[config.mk]
export PLATFORM = sky130hd
export DESIGN_NAME = pwm_input_duty_frequency_meter_top
export DESIGN_NICKNAME = d
export VERILOG_FILES = /design/src/pwmm_pkg.sv /design/src/pwm_input_duty_frequency_meter_top.sv /design/src/pwmm_counter.sv /design/src/pwmm_div.sv
export SDC_FILE = /design/constraint.sdc
export NUM_CORES = 1
export LEC_CHECK = 0
export BUFFER_PORTS_ARGS = -buffer_cell sky130_fd_sc_hd__buf_2
export CAP_MARGIN = 10
export CELL_PAD_IN_SITES_DETAIL_PLACEMENT = 1
export CELL_PAD_IN_SITES_GLOBAL_PLACEMENT = 1
export CORE_MARGIN = 2
export CORE_UTILIZATION = 45
export DETAILED_ROUTE_END_ITERATION = 16
export MAX_ROUTING_LAYER = met4
export PLACE_DENSITY_LB_ADDON = 0.12
export SETUP_SLACK_MARGIN = 0.4
export SLEW_MARGIN = 0
export SYNTH_ARGS = -nofsm -noshare
export SYNTH_HDL_FRONTEND = slang
export SYNTH_SLANG_ARGS = --single-unit
[constraint.sdc]
create_clock -name clk_i -period 10.7 [get_ports clk_i]
set_clock_uncertainty 0.1 [all_clocks]
set_input_delay 2.14 -clock clk_i [delete_from_list [all_inputs] [get_ports clk_i]]
set_output_delay 2.14 -clock clk_i [all_outputs]
set_load 0.02 [all_outputs]
[src/pwmm_pkg.sv]
// ----------------------------------------------------------------------------
// pwmm_pkg: shared types and constants of the pwm duty and frequency meter
// Holds counter widths, divider sizing, payload structs and state encoding.
// ----------------------------------------------------------------------------
package pwmm_pkg;

  localparam int CountWidth = 16;
  localparam int PerWidth   = CountWidth + 1;
  localparam int TpsWidth   = 24;
  localparam int DutyWidth  = 7;
  localparam int DivWidth   = (TpsWidth > CountWidth + DutyWidth) ? TpsWidth
                                                                  : CountWidth + DutyWidth;
  localparam int StepWidth  = $clog2(DivWidth + 1);
  localparam int PctScale   = 100;
  localparam int TpsReset   = 100000;

  typedef enum logic [0:0] {
    OP_TICK    = 1'b0,
    OP_MEASURE = 1'b1
  } op_e;

  typedef struct packed {
    op_e  op;
    logic level;
  } in_t;

  typedef struct packed {
    logic [DutyWidth-1:0] duty_percent;
    logic [TpsWidth-1:0]  frequency;
    logic                 divide_error;
  } out_t;

  typedef struct packed {
    logic [CountWidth-1:0] high;
    logic [CountWidth-1:0] low;
  } lat_t;

  typedef enum logic [2:0] {
    ST_IDLE = 3'b001,
    ST_DIV  = 3'b010,
    ST_OUT  = 3'b100
  } state_e;

endpackage

[src/pwm_input_duty_frequency_meter_top.sv]
// ----------------------------------------------------------------------------
// pwm_input_duty_frequency_meter_top: pwm duty cycle and frequency meter
// Tick beats are taken one per cycle; a measure beat runs two serial dividers.
// A measure beat loads both bit-serial dividers, which then step in ST_DIV;
//   the result is held in ST_OUT; a zero period goes straight to ST_OUT.
// Throughput: ticks 1 per cycle always; a measure is taken only in ST_IDLE,
//   so measure beats stall while a result is in flight or waiting.
// Reset: counters and latches clear to zero, ticks_per_second to 100000.
// ----------------------------------------------------------------------------
module pwm_input_duty_frequency_meter_top
  import pwmm_pkg::*;
(
  input  logic                clk_i,
  input  logic                rst_ni,
  input  logic                cfg_we_i,
  input  logic [TpsWidth-1:0] cfg_data_i,
  input  logic                in_valid_i,
  output logic                in_stall_o,
  input  in_t                 in_data_i,
  output logic                out_valid_o,
  input  logic                out_stall_i,
  output out_t                out_data_o
);

  state_e               state_q, state_d;
  logic [StepWidth-1:0] cnt_q, cnt_d;
  logic                 err_q, err_d;
  logic [TpsWidth-1:0]  tps_q;
  lat_t                 lat;
  logic [PerWidth-1:0]  period;
  logic                 tick;
  logic                 measure;
  logic                 div_en;
  logic [DivWidth-1:0]  duty_num;
  logic [DivWidth-1:0]  duty_quo;
  logic [DivWidth-1:0]  freq_quo;

  // only measure beats wait on the dividers
  assign in_stall_o = (in_data_i.op == OP_MEASURE) && (state_q != ST_IDLE);
  assign tick       = in_valid_i && !in_stall_o && (in_data_i.op == OP_TICK);
  assign measure    = in_valid_i && !in_stall_o && (in_data_i.op == OP_MEASURE);

  pwmm_counter u_counter (
    .clk_i   (clk_i),
    .rst_ni  (rst_ni),
    .tick_i  (tick),
    .level_i (in_data_i.level),
    .lat_o   (lat)
  );

  assign period   = {1'b0, lat.high} + {1'b0, lat.low};
  assign duty_num = DivWidth'(lat.high) * DivWidth'(PctScale);

  always_comb begin
    state_d = state_q;
    cnt_d   = cnt_q;
    err_d   = err_q;
    div_en  = 1'b0;
    unique case (state_q)
      ST_IDLE: begin
        if (measure) begin
          err_d   = (period == '0);
          cnt_d   = StepWidth'(DivWidth);
          state_d = (period == '0) ? ST_OUT : ST_DIV;
        end
      end
      ST_DIV: begin
        div_en = 1'b1;
        cnt_d  = cnt_q - 1'b1;
        if (cnt_q == StepWidth'(1)) begin
          state_d = ST_OUT;
        end
      end
      ST_OUT: begin
        if (!out_stall_i) begin
          state_d = ST_IDLE;
        end
      end
      default: state_d = ST_IDLE;
    endcase
  end

  always_ff @(posedge clk_i or negedge rst_ni) begin
    if (!rst_ni) begin
      state_q <= ST_IDLE;
      cnt_q   <= '0;
      err_q   <= 1'b0;
      tps_q   <= TpsWidth'(TpsReset);
    end else begin
      state_q <= state_d;
      cnt_q   <= cnt_d;
      err_q   <= err_d;
      if (cfg_we_i) begin
        tps_q <= cfg_data_i;
      end
    end
  end

  pwmm_div u_duty_div (
    .clk_i      (clk_i),
    .load_i     (measure),
    .en_i       (div_en),
    .dividend_i (duty_num),
    .divisor_i  (period),
    .quotient_o (duty_quo)
  );

  pwmm_div u_freq_div (
    .clk_i      (clk_i),
    .load_i     (measure),
    .en_i       (div_en),
    .dividend_i (DivWidth'(tps_q)),
    .divisor_i  (period),
    .quotient_o (freq_quo)
  );

  assign out_valid_o             = (state_q == ST_OUT);
  assign out_data_o.duty_percent = err_q ? '0 : duty_quo[DutyWidth-1:0];
  assign out_data_o.frequency    = err_q ? '0 : freq_quo[TpsWidth-1:0];
  assign out_data_o.divide_error = err_q;

endmodule

[src/pwmm_counter.sv]
// ----------------------------------------------------------------------------
// pwmm_counter: high and low time counters with edge capture
// Counts saturating high and low ticks and latches each phase on the edge.
// ----------------------------------------------------------------------------
module pwmm_counter
  import pwmm_pkg::*;
(
  input  logic clk_i,
  input  logic rst_ni,
  input  logic tick_i,
  input  logic level_i,
  output lat_t lat_o
);

  logic                  seen_low_q, seen_low_d;
  logic [CountWidth-1:0] high_run_q, high_run_d;
  logic [CountWidth-1:0] low_run_q, low_run_d;
  logic [CountWidth-1:0] high_lat_q, high_lat_d;
  logic [CountWidth-1:0] low_lat_q, low_lat_d;

  always_comb begin
    seen_low_d = seen_low_q;
    high_run_d = high_run_q;
    low_run_d  = low_run_q;
    high_lat_d = high_lat_q;
    low_lat_d  = low_lat_q;
    if (tick_i) begin
      if (level_i) begin
        // counters hold at all ones
        if (high_run_q != '1) begin
          high_run_d = high_run_q + 1'b1;
        end
        if (seen_low_q) begin
          low_lat_d  = low_run_q;
          low_run_d  = '0;
          seen_low_d = 1'b0;
        end
      end else begin
        if (low_run_q != '1) begin
          low_run_d = low_run_q + 1'b1;
        end
        if (!seen_low_q) begin
          high_lat_d = high_run_q;
          high_run_d = '0;
          seen_low_d = 1'b1;
        end
      end
    end
  end

  always_ff @(posedge clk_i or negedge rst_ni) begin
    if (!rst_ni) begin
      seen_low_q <= 1'b0;
      high_run_q <= '0;
      low_run_q  <= '0;
      high_lat_q <= '0;
      low_lat_q  <= '0;
    end else begin
      seen_low_q <= seen_low_d;
      high_run_q <= high_run_d;
      low_run_q  <= low_run_d;
      high_lat_q <= high_lat_d;
      low_lat_q  <= low_lat_d;
    end
  end

  assign lat_o.high = high_lat_q;
  assign lat_o.low  = low_lat_q;

endmodule

[src/pwmm_div.sv]
// ----------------------------------------------------------------------------
// pwmm_div: bit-serial restoring divider
// Produces one quotient bit per enabled cycle, dividend shifted out msb first.
// ----------------------------------------------------------------------------
module pwmm_div
  import pwmm_pkg::*;
(
  input  logic                clk_i,
  input  logic                load_i,
  input  logic                en_i,
  input  logic [DivWidth-1:0] dividend_i,
  input  logic [PerWidth-1:0] divisor_i,
  output logic [DivWidth-1:0] quotient_o
);

  logic [DivWidth-1:0] quo_q, quo_d;
  logic [PerWidth-1:0] rem_q, rem_d;
  logic [PerWidth-1:0] dvs_q;
  logic [PerWidth:0]   trial;
  logic [PerWidth:0]   diff;
  logic                fits;

  always_comb begin
    trial = {rem_q, quo_q[DivWidth-1]};
    fits  = (trial >= {1'b0, dvs_q});
    diff  = trial - {1'b0, dvs_q};
    rem_d = fits ? diff[PerWidth-1:0] : trial[PerWidth-1:0];
    quo_d = {quo_q[DivWidth-2:0], fits};
  end

  always_ff @(posedge clk_i) begin
    if (load_i) begin
      quo_q <= dividend_i;
      rem_q <= '0;
      dvs_q <= divisor_i;
    end else if (en_i) begin
      quo_q <= quo_d;
      rem_q <= rem_d;
    end
  end

  assign quotient_o = quo_q;

endmodule

==> run_summary.xml <==
<?xml version="1.0" encoding="UTF-8"?>
<metrics>
  <group name="outcome">
    <metric name="outcome" unit="">complete, no violations</metric>
  </group>
  <group name="floorplanning">
    <metric name="floorplan.initialDensity" unit="">0.461</metric>
    <metric name="die_h" unit="um">168</metric>
    <metric name="rows" unit="">59</metric>
    <metric name="die_width" unit="um">168</metric>
    <metric name="floorplan.die_area" unit="mm^2">0.0281</metric>
    <metric name="boundaryPins" unit="">65</metric>
    <metric name="placeableCoreArea" unit="mm^2">0.0261</metric>
  </group>
  <group name="placement">
    <metric name="hpwl" unit="um">21500</metric>
    <metric name="place_worst_setup_slack" unit="ns">5.91</metric>
    <metric name="place_congestion" unit="">0.869</metric>
    <metric name="numPlacedInstances" unit="">1638</metric>
    <metric name="io_buffer_count" unit="">64</metric>
    <metric name="dpl-instance-area" unit="mm^2">0.0127</metric>
  </group>
  <group name="setup_path">
    <metric name="r2r_setup_slack" unit="ns">6.42</metric>
    <metric name="worst-endpoint-required" unit="ns">8.46</metric>
    <metric name="path_class" unit="">in2out</metric>
    <metric name="timing.critical_path.fanout_max" unit="">3</metric>
    <metric name="crit_start" unit="">in_data_i[1]</metric>
    <metric name="worstPathArrival" unit="ns">2.55</metric>
    <metric name="worst_r2r_startpoint" unit="">u_counter.high_lat_q[5]$_DFFE_PN0P_</metric>
    <metric name="worst_r2r_path_depth" unit="">15</metric>
    <metric name="timing.rr.end" unit="">u_duty_div.quotient_o[20]$_DFFE_PP_</metric>
    <metric name="critical_path.startpoint_type" unit="">primary input</metric>
    <metric name="endpoint" unit="">in_stall_o</metric>
    <metric name="critPathCaptureType" unit="">output pin</metric>
  </group>
  <group name="clocking">
    <metric name="cts_made_buffers" unit="">17</metric>
    <metric name="cts-root-buf" unit="">sky130_fd_sc_hd__clkbuf_16</metric>
    <metric name="clock_sinks" unit="">197</metric>
    <metric name="cts_hold_repair.buffers" unit="">0</metric>
    <metric name="clock_tree.buffer_depth" unit="">2</metric>
    <metric name="cts.repair_timing.setup_buffer_count" unit="">0</metric>
    <metric name="clkTransAtPathRegs" unit="ns">0.08</metric>
    <metric name="htree_num_levels" unit="">4</metric>
    <metric name="tritoncts" unit="">built</metric>
    <metric name="worstSkewPairLatency" unit="ns">0.44</metric>
    <metric name="cts_repair_resize_count" unit="">0</metric>
  </group>
  <group name="synthesis">
    <metric name="syn-cell-area" unit="mm^2">0.0120</metric>
    <metric name="top_cells_by_area_synth" unit="">sky130_fd_sc_hd__dfrtp_1 (19%), sky130_fd_sc_hd__edfxtp_1 (15%), sky130_fd_sc_hd__ha_1 (11%)</metric>
    <metric name="synth-seq-cells" unit="">197</metric>
    <metric name="avg_inst_size_synth" unit="um^2">9.46</metric>
    <metric name="synth_top_cell_area_share" unit="">0.189</metric>
    <metric name="synth_most_common_cell" unit="">sky130_fd_sc_hd__nand2_1</metric>
    <metric name="post_synth_most_frequent_cells" unit="">sky130_fd_sc_hd__nand2_1 (224), sky130_fd_sc_hd__ha_1 (106), sky130_fd_sc_hd__dfrtp_1 (91)</metric>
    <metric name="ys_dominant_reg_cell" unit="">sky130_fd_sc_hd__dfrtp_1</metric>
    <metric name="synth_top_area_cell" unit="">sky130_fd_sc_hd__dfrtp_1</metric>
    <metric name="synth-edff-count" unit="">62</metric>
    <metric name="synth_nets" unit="">1423</metric>
    <metric name="synth.lib_cells_used.distinct" unit="">73</metric>
    <metric name="yosysWarnings" unit="">0</metric>
    <metric name="synthCells" unit="">1272</metric>
    <metric name="ys_async_sr_fraction" unit="">0.497</metric>
    <metric name="synth_sequential_area_ratio" unit="">0.421</metric>
  </group>
  <group name="final_layout">
    <metric name="synthesis_to_finish_area_growth" unit="%">10.4</metric>
    <metric name="final_design_area_no_fill" unit="mm^2">0.0133</metric>
    <metric name="area.sequential" unit="mm^2">0.00506</metric>
    <metric name="multi_input_comb_area" unit="mm^2">0.00649</metric>
    <metric name="fin_util" unit="">0.509</metric>
    <metric name="antenna_cells" unit="">0</metric>
    <metric name="finish.net_count" unit="">1473</metric>
    <metric name="fraction_of_layout_cells_with_a_size_suffix_above_1" unit="">0.124</metric>
    <metric name="final_layout_fill_cell_count" unit="">2987</metric>
    <metric name="non_filler_cells_final" unit="">1670</metric>
  </group>
  <group name="timing">
    <metric name="fin_hold_ws" unit="ns">0.384</metric>
    <metric name="finalWorstSetupSlack" unit="ns">5.91</metric>
    <metric name="finalCritPeriodShare" unit="">0.447</metric>
    <metric name="slew_viol_final" unit="">0</metric>
    <metric name="achievable-frequency" unit="GHz">0.209</metric>
    <metric name="slew_at_the_pin_with_the_worst_max_slew_slack" unit="ns">1.14</metric>
    <metric name="slew_headroom" unit="">0.240</metric>
    <metric name="setup_violations" unit="">0</metric>
    <metric name="grt_setup_unrepaired" unit="">false</metric>
    <metric name="finalWorstPathRequiredPeriod" unit="ns">4.79</metric>
    <metric name="setup_tns" unit="ns">0</metric>
    <metric name="final-hold-violation-count" unit="">0</metric>
  </group>
  <group name="power_and_ir_drop">
    <metric name="clkPwrFrac" unit="">0.254</metric>
    <metric name="total_switching_power" unit="mW">1.03</metric>
    <metric name="power.switching_fraction" unit="">0.390</metric>
    <metric name="leakagePower" unit="nW">6.25</metric>
    <metric name="combinationalPowerShare" unit="">0.347</metric>
    <metric name="p_int" unit="mW">1.62</metric>
    <metric name="fin_total_pwr" unit="mW">2.65</metric>
    <metric name="maximum_vdd_ir_drop" unit="uV">97.3</metric>
    <metric name="pwr-share-seq" unit="">0.399</metric>
    <metric name="power-per-cell-area" unit="mW/mm^2">199</metric>
  </group>
  <group name="grt">
    <metric name="grt_max_degree" unit="">71</metric>
    <metric name="global_route_wire_length_before_repair" unit="um">49800</metric>
    <metric name="number_of_global_route_vias_before_repair" unit="">9755</metric>
    <metric name="grt_antenna_before_repair" unit="">0</metric>
    <metric name="grt-ovfl-total" unit="">0</metric>
    <metric name="grtUsageTotal" unit="">0.226</metric>
  </group>
  <group name="detailed_routing">
    <metric name="detailroute.via_count" unit="">9066</metric>
    <metric name="wl" unit="um">29400</metric>
    <metric name="route.detailed.vias_per_inst" unit="">5.43</metric>
    <metric name="first_pass_iters" unit="">5</metric>
    <metric name="routed_wire_length_per_instance" unit="um">17.6</metric>
    <metric name="drtIter0Drc" unit="">472</metric>
    <metric name="drc_errors" unit="">0</metric>
    <metric name="final_antenna_net_count" unit="">0</metric>
  </group>
  <group name="job">
    <metric name="maxCapViolations" unit="">0</metric>
  </group>
  <group name="min_path">
    <metric name="hold_path_class" unit="">reg2reg</metric>
    <metric name="holdCritStartpoint" unit="">u_freq_div.rem_q[8]$_SDFFE_PP0P_</metric>
  </group>
</metrics>
==> metal layers <==
metal / vias to the layer above / GRT usage / part of all wire
met5: - / - / 0
met4: 0 / 0.0480 / 0.013
met3: 22 / 0.0319 / 0.018
met2: 74 / 0.393 / 0.50
met1: 4462 / 0.282 / 0.47
li1: 4508 / - / -
==> cell usage in the layout, fill, tap and decap left out, types with 12 or more instances in the layout <==
cell type                     n
sky130_fd_sc_hd__clkbuf_16   17
sky130_fd_sc_hd__nand4_1     12
sky130_fd_sc_hd__mux2i_1     16
sky130_fd_sc_hd__dfxtp_1     37
sky130_fd_sc_hd__and3_1      13
sky130_fd_sc_hd__inv_1       81
sky130_fd_sc_hd__mux2_2      32
sky130_fd_sc_hd__edfxtp_1    62
sky130_fd_sc_hd__o21ai_0     72
sky130_fd_sc_hd__nor3_1      13
sky130_fd_sc_hd__a21oi_1     57
sky130_fd_sc_hd__xor2_1      39
sky130_fd_sc_hd__nor2_1      87
sky130_fd_sc_hd__a21o_1      18
sky130_fd_sc_hd__nand3_1     25
sky130_fd_sc_hd__fa_1        14
sky130_fd_sc_hd__ha_1       106
sky130_fd_sc_hd__xnor2_1     35
sky130_fd_sc_hd__buf_2       63
sky130_fd_sc_hd__nand2_1    224
sky130_fd_sc_hd__dfrtp_1     91
sky130_fd_sc_hd__o21ai_1     16
sky130_fd_sc_hd__nor2b_1     38
==> logic make-up (layout without fill, tap and decap cells) <==
| kind of cell | after synthesis | after routing | share of synthesized area |
|---|---|---|---|
| multiplexers | 48 | 48 | 0.0432 |
| flip-flops | 197 | 197 | 0.421 |
| XOR/XNOR | 74 | 74 | 0.0538 |
| AO/OA/AOI/OAI | 248 | 248 | 0.133 |
| buffers and inverters | 125 | 188 | 0.0416 |
| AND/OR/NAND/NOR | 460 | 460 | 0.175 |
| adder cells (fa/ha/maj) | 120 | 120 | 0.133 |
==> registers in the layout, summed over array words and instances, names as in the netlist <==
signal and cells:
tps_q 24, u_duty_div.quotient_o 24, u_freq_div.quotient_o 24, u_duty_div.dvs_q 17, u_duty_div.rem_q 17, u_freq_div.rem_q 17
u_counter.high_lat_q 16, u_counter.high_run_q 16, u_counter.low_lat_q 16, u_counter.low_run_q 16, cnt_q 5, state_q 3
err_q 1, u_counter.seen_low_q 1
==> critical path: stages <==
cell and delay (ns):
sky130_fd_sc_hd__buf_2 0.11, sky130_fd_sc_hd__nor2b_1 0.12, sky130_fd_sc_hd__buf_2 0.18
==> power groups by stage <==
stage | clock (mW) | combinational [mW] | sequential (mW)
finish | 0.673 | 0.919 | 1.06
global route | 0.719 | 1.03 | 1.08
CTS | 0.690 | 0.932 | 1.06
detailed placement | 0 | 0.922 | 1.07
global placement | 0 | 0.895 | 1.07
floorplan | 0 | 0.687 | 1.02
==> cell type report <==
cell class	instances	area share
multi-input combinational	950	0.488
sequential	197	0.381
clock buffer	17	0.0320
tap	335	0.0315
timing repair buffer	73	0.0294
inverter	83	0.0234
clock inverter	15	0.0146
==> how the worst min path moves through the flow <==
stage / slack [ns] / cells past startpoint / endpoint
floorplan: 0.34 / 2 / u_duty_div.quotient_o[1]$_SDFFE_PP0P_
global placement: 0.36 / 2 / u_freq_div.rem_q[6]$_SDFFE_PP0P_
detailed placement: 0.37 / 2 / u_counter.low_lat_q[4]$_DFFE_PN0P_
CTS: 0.39 / 2 / u_freq_div.rem_q[14]$_SDFFE_PP0P_
global route: 0.41 / 2 / u_duty_div.quotient_o[0]$_SDFFE_PP0P_
finish: 0.38 / 2 / u_freq_div.rem_q[8]$_SDFFE_PP0P_
(Power assumes the default switching activity.)
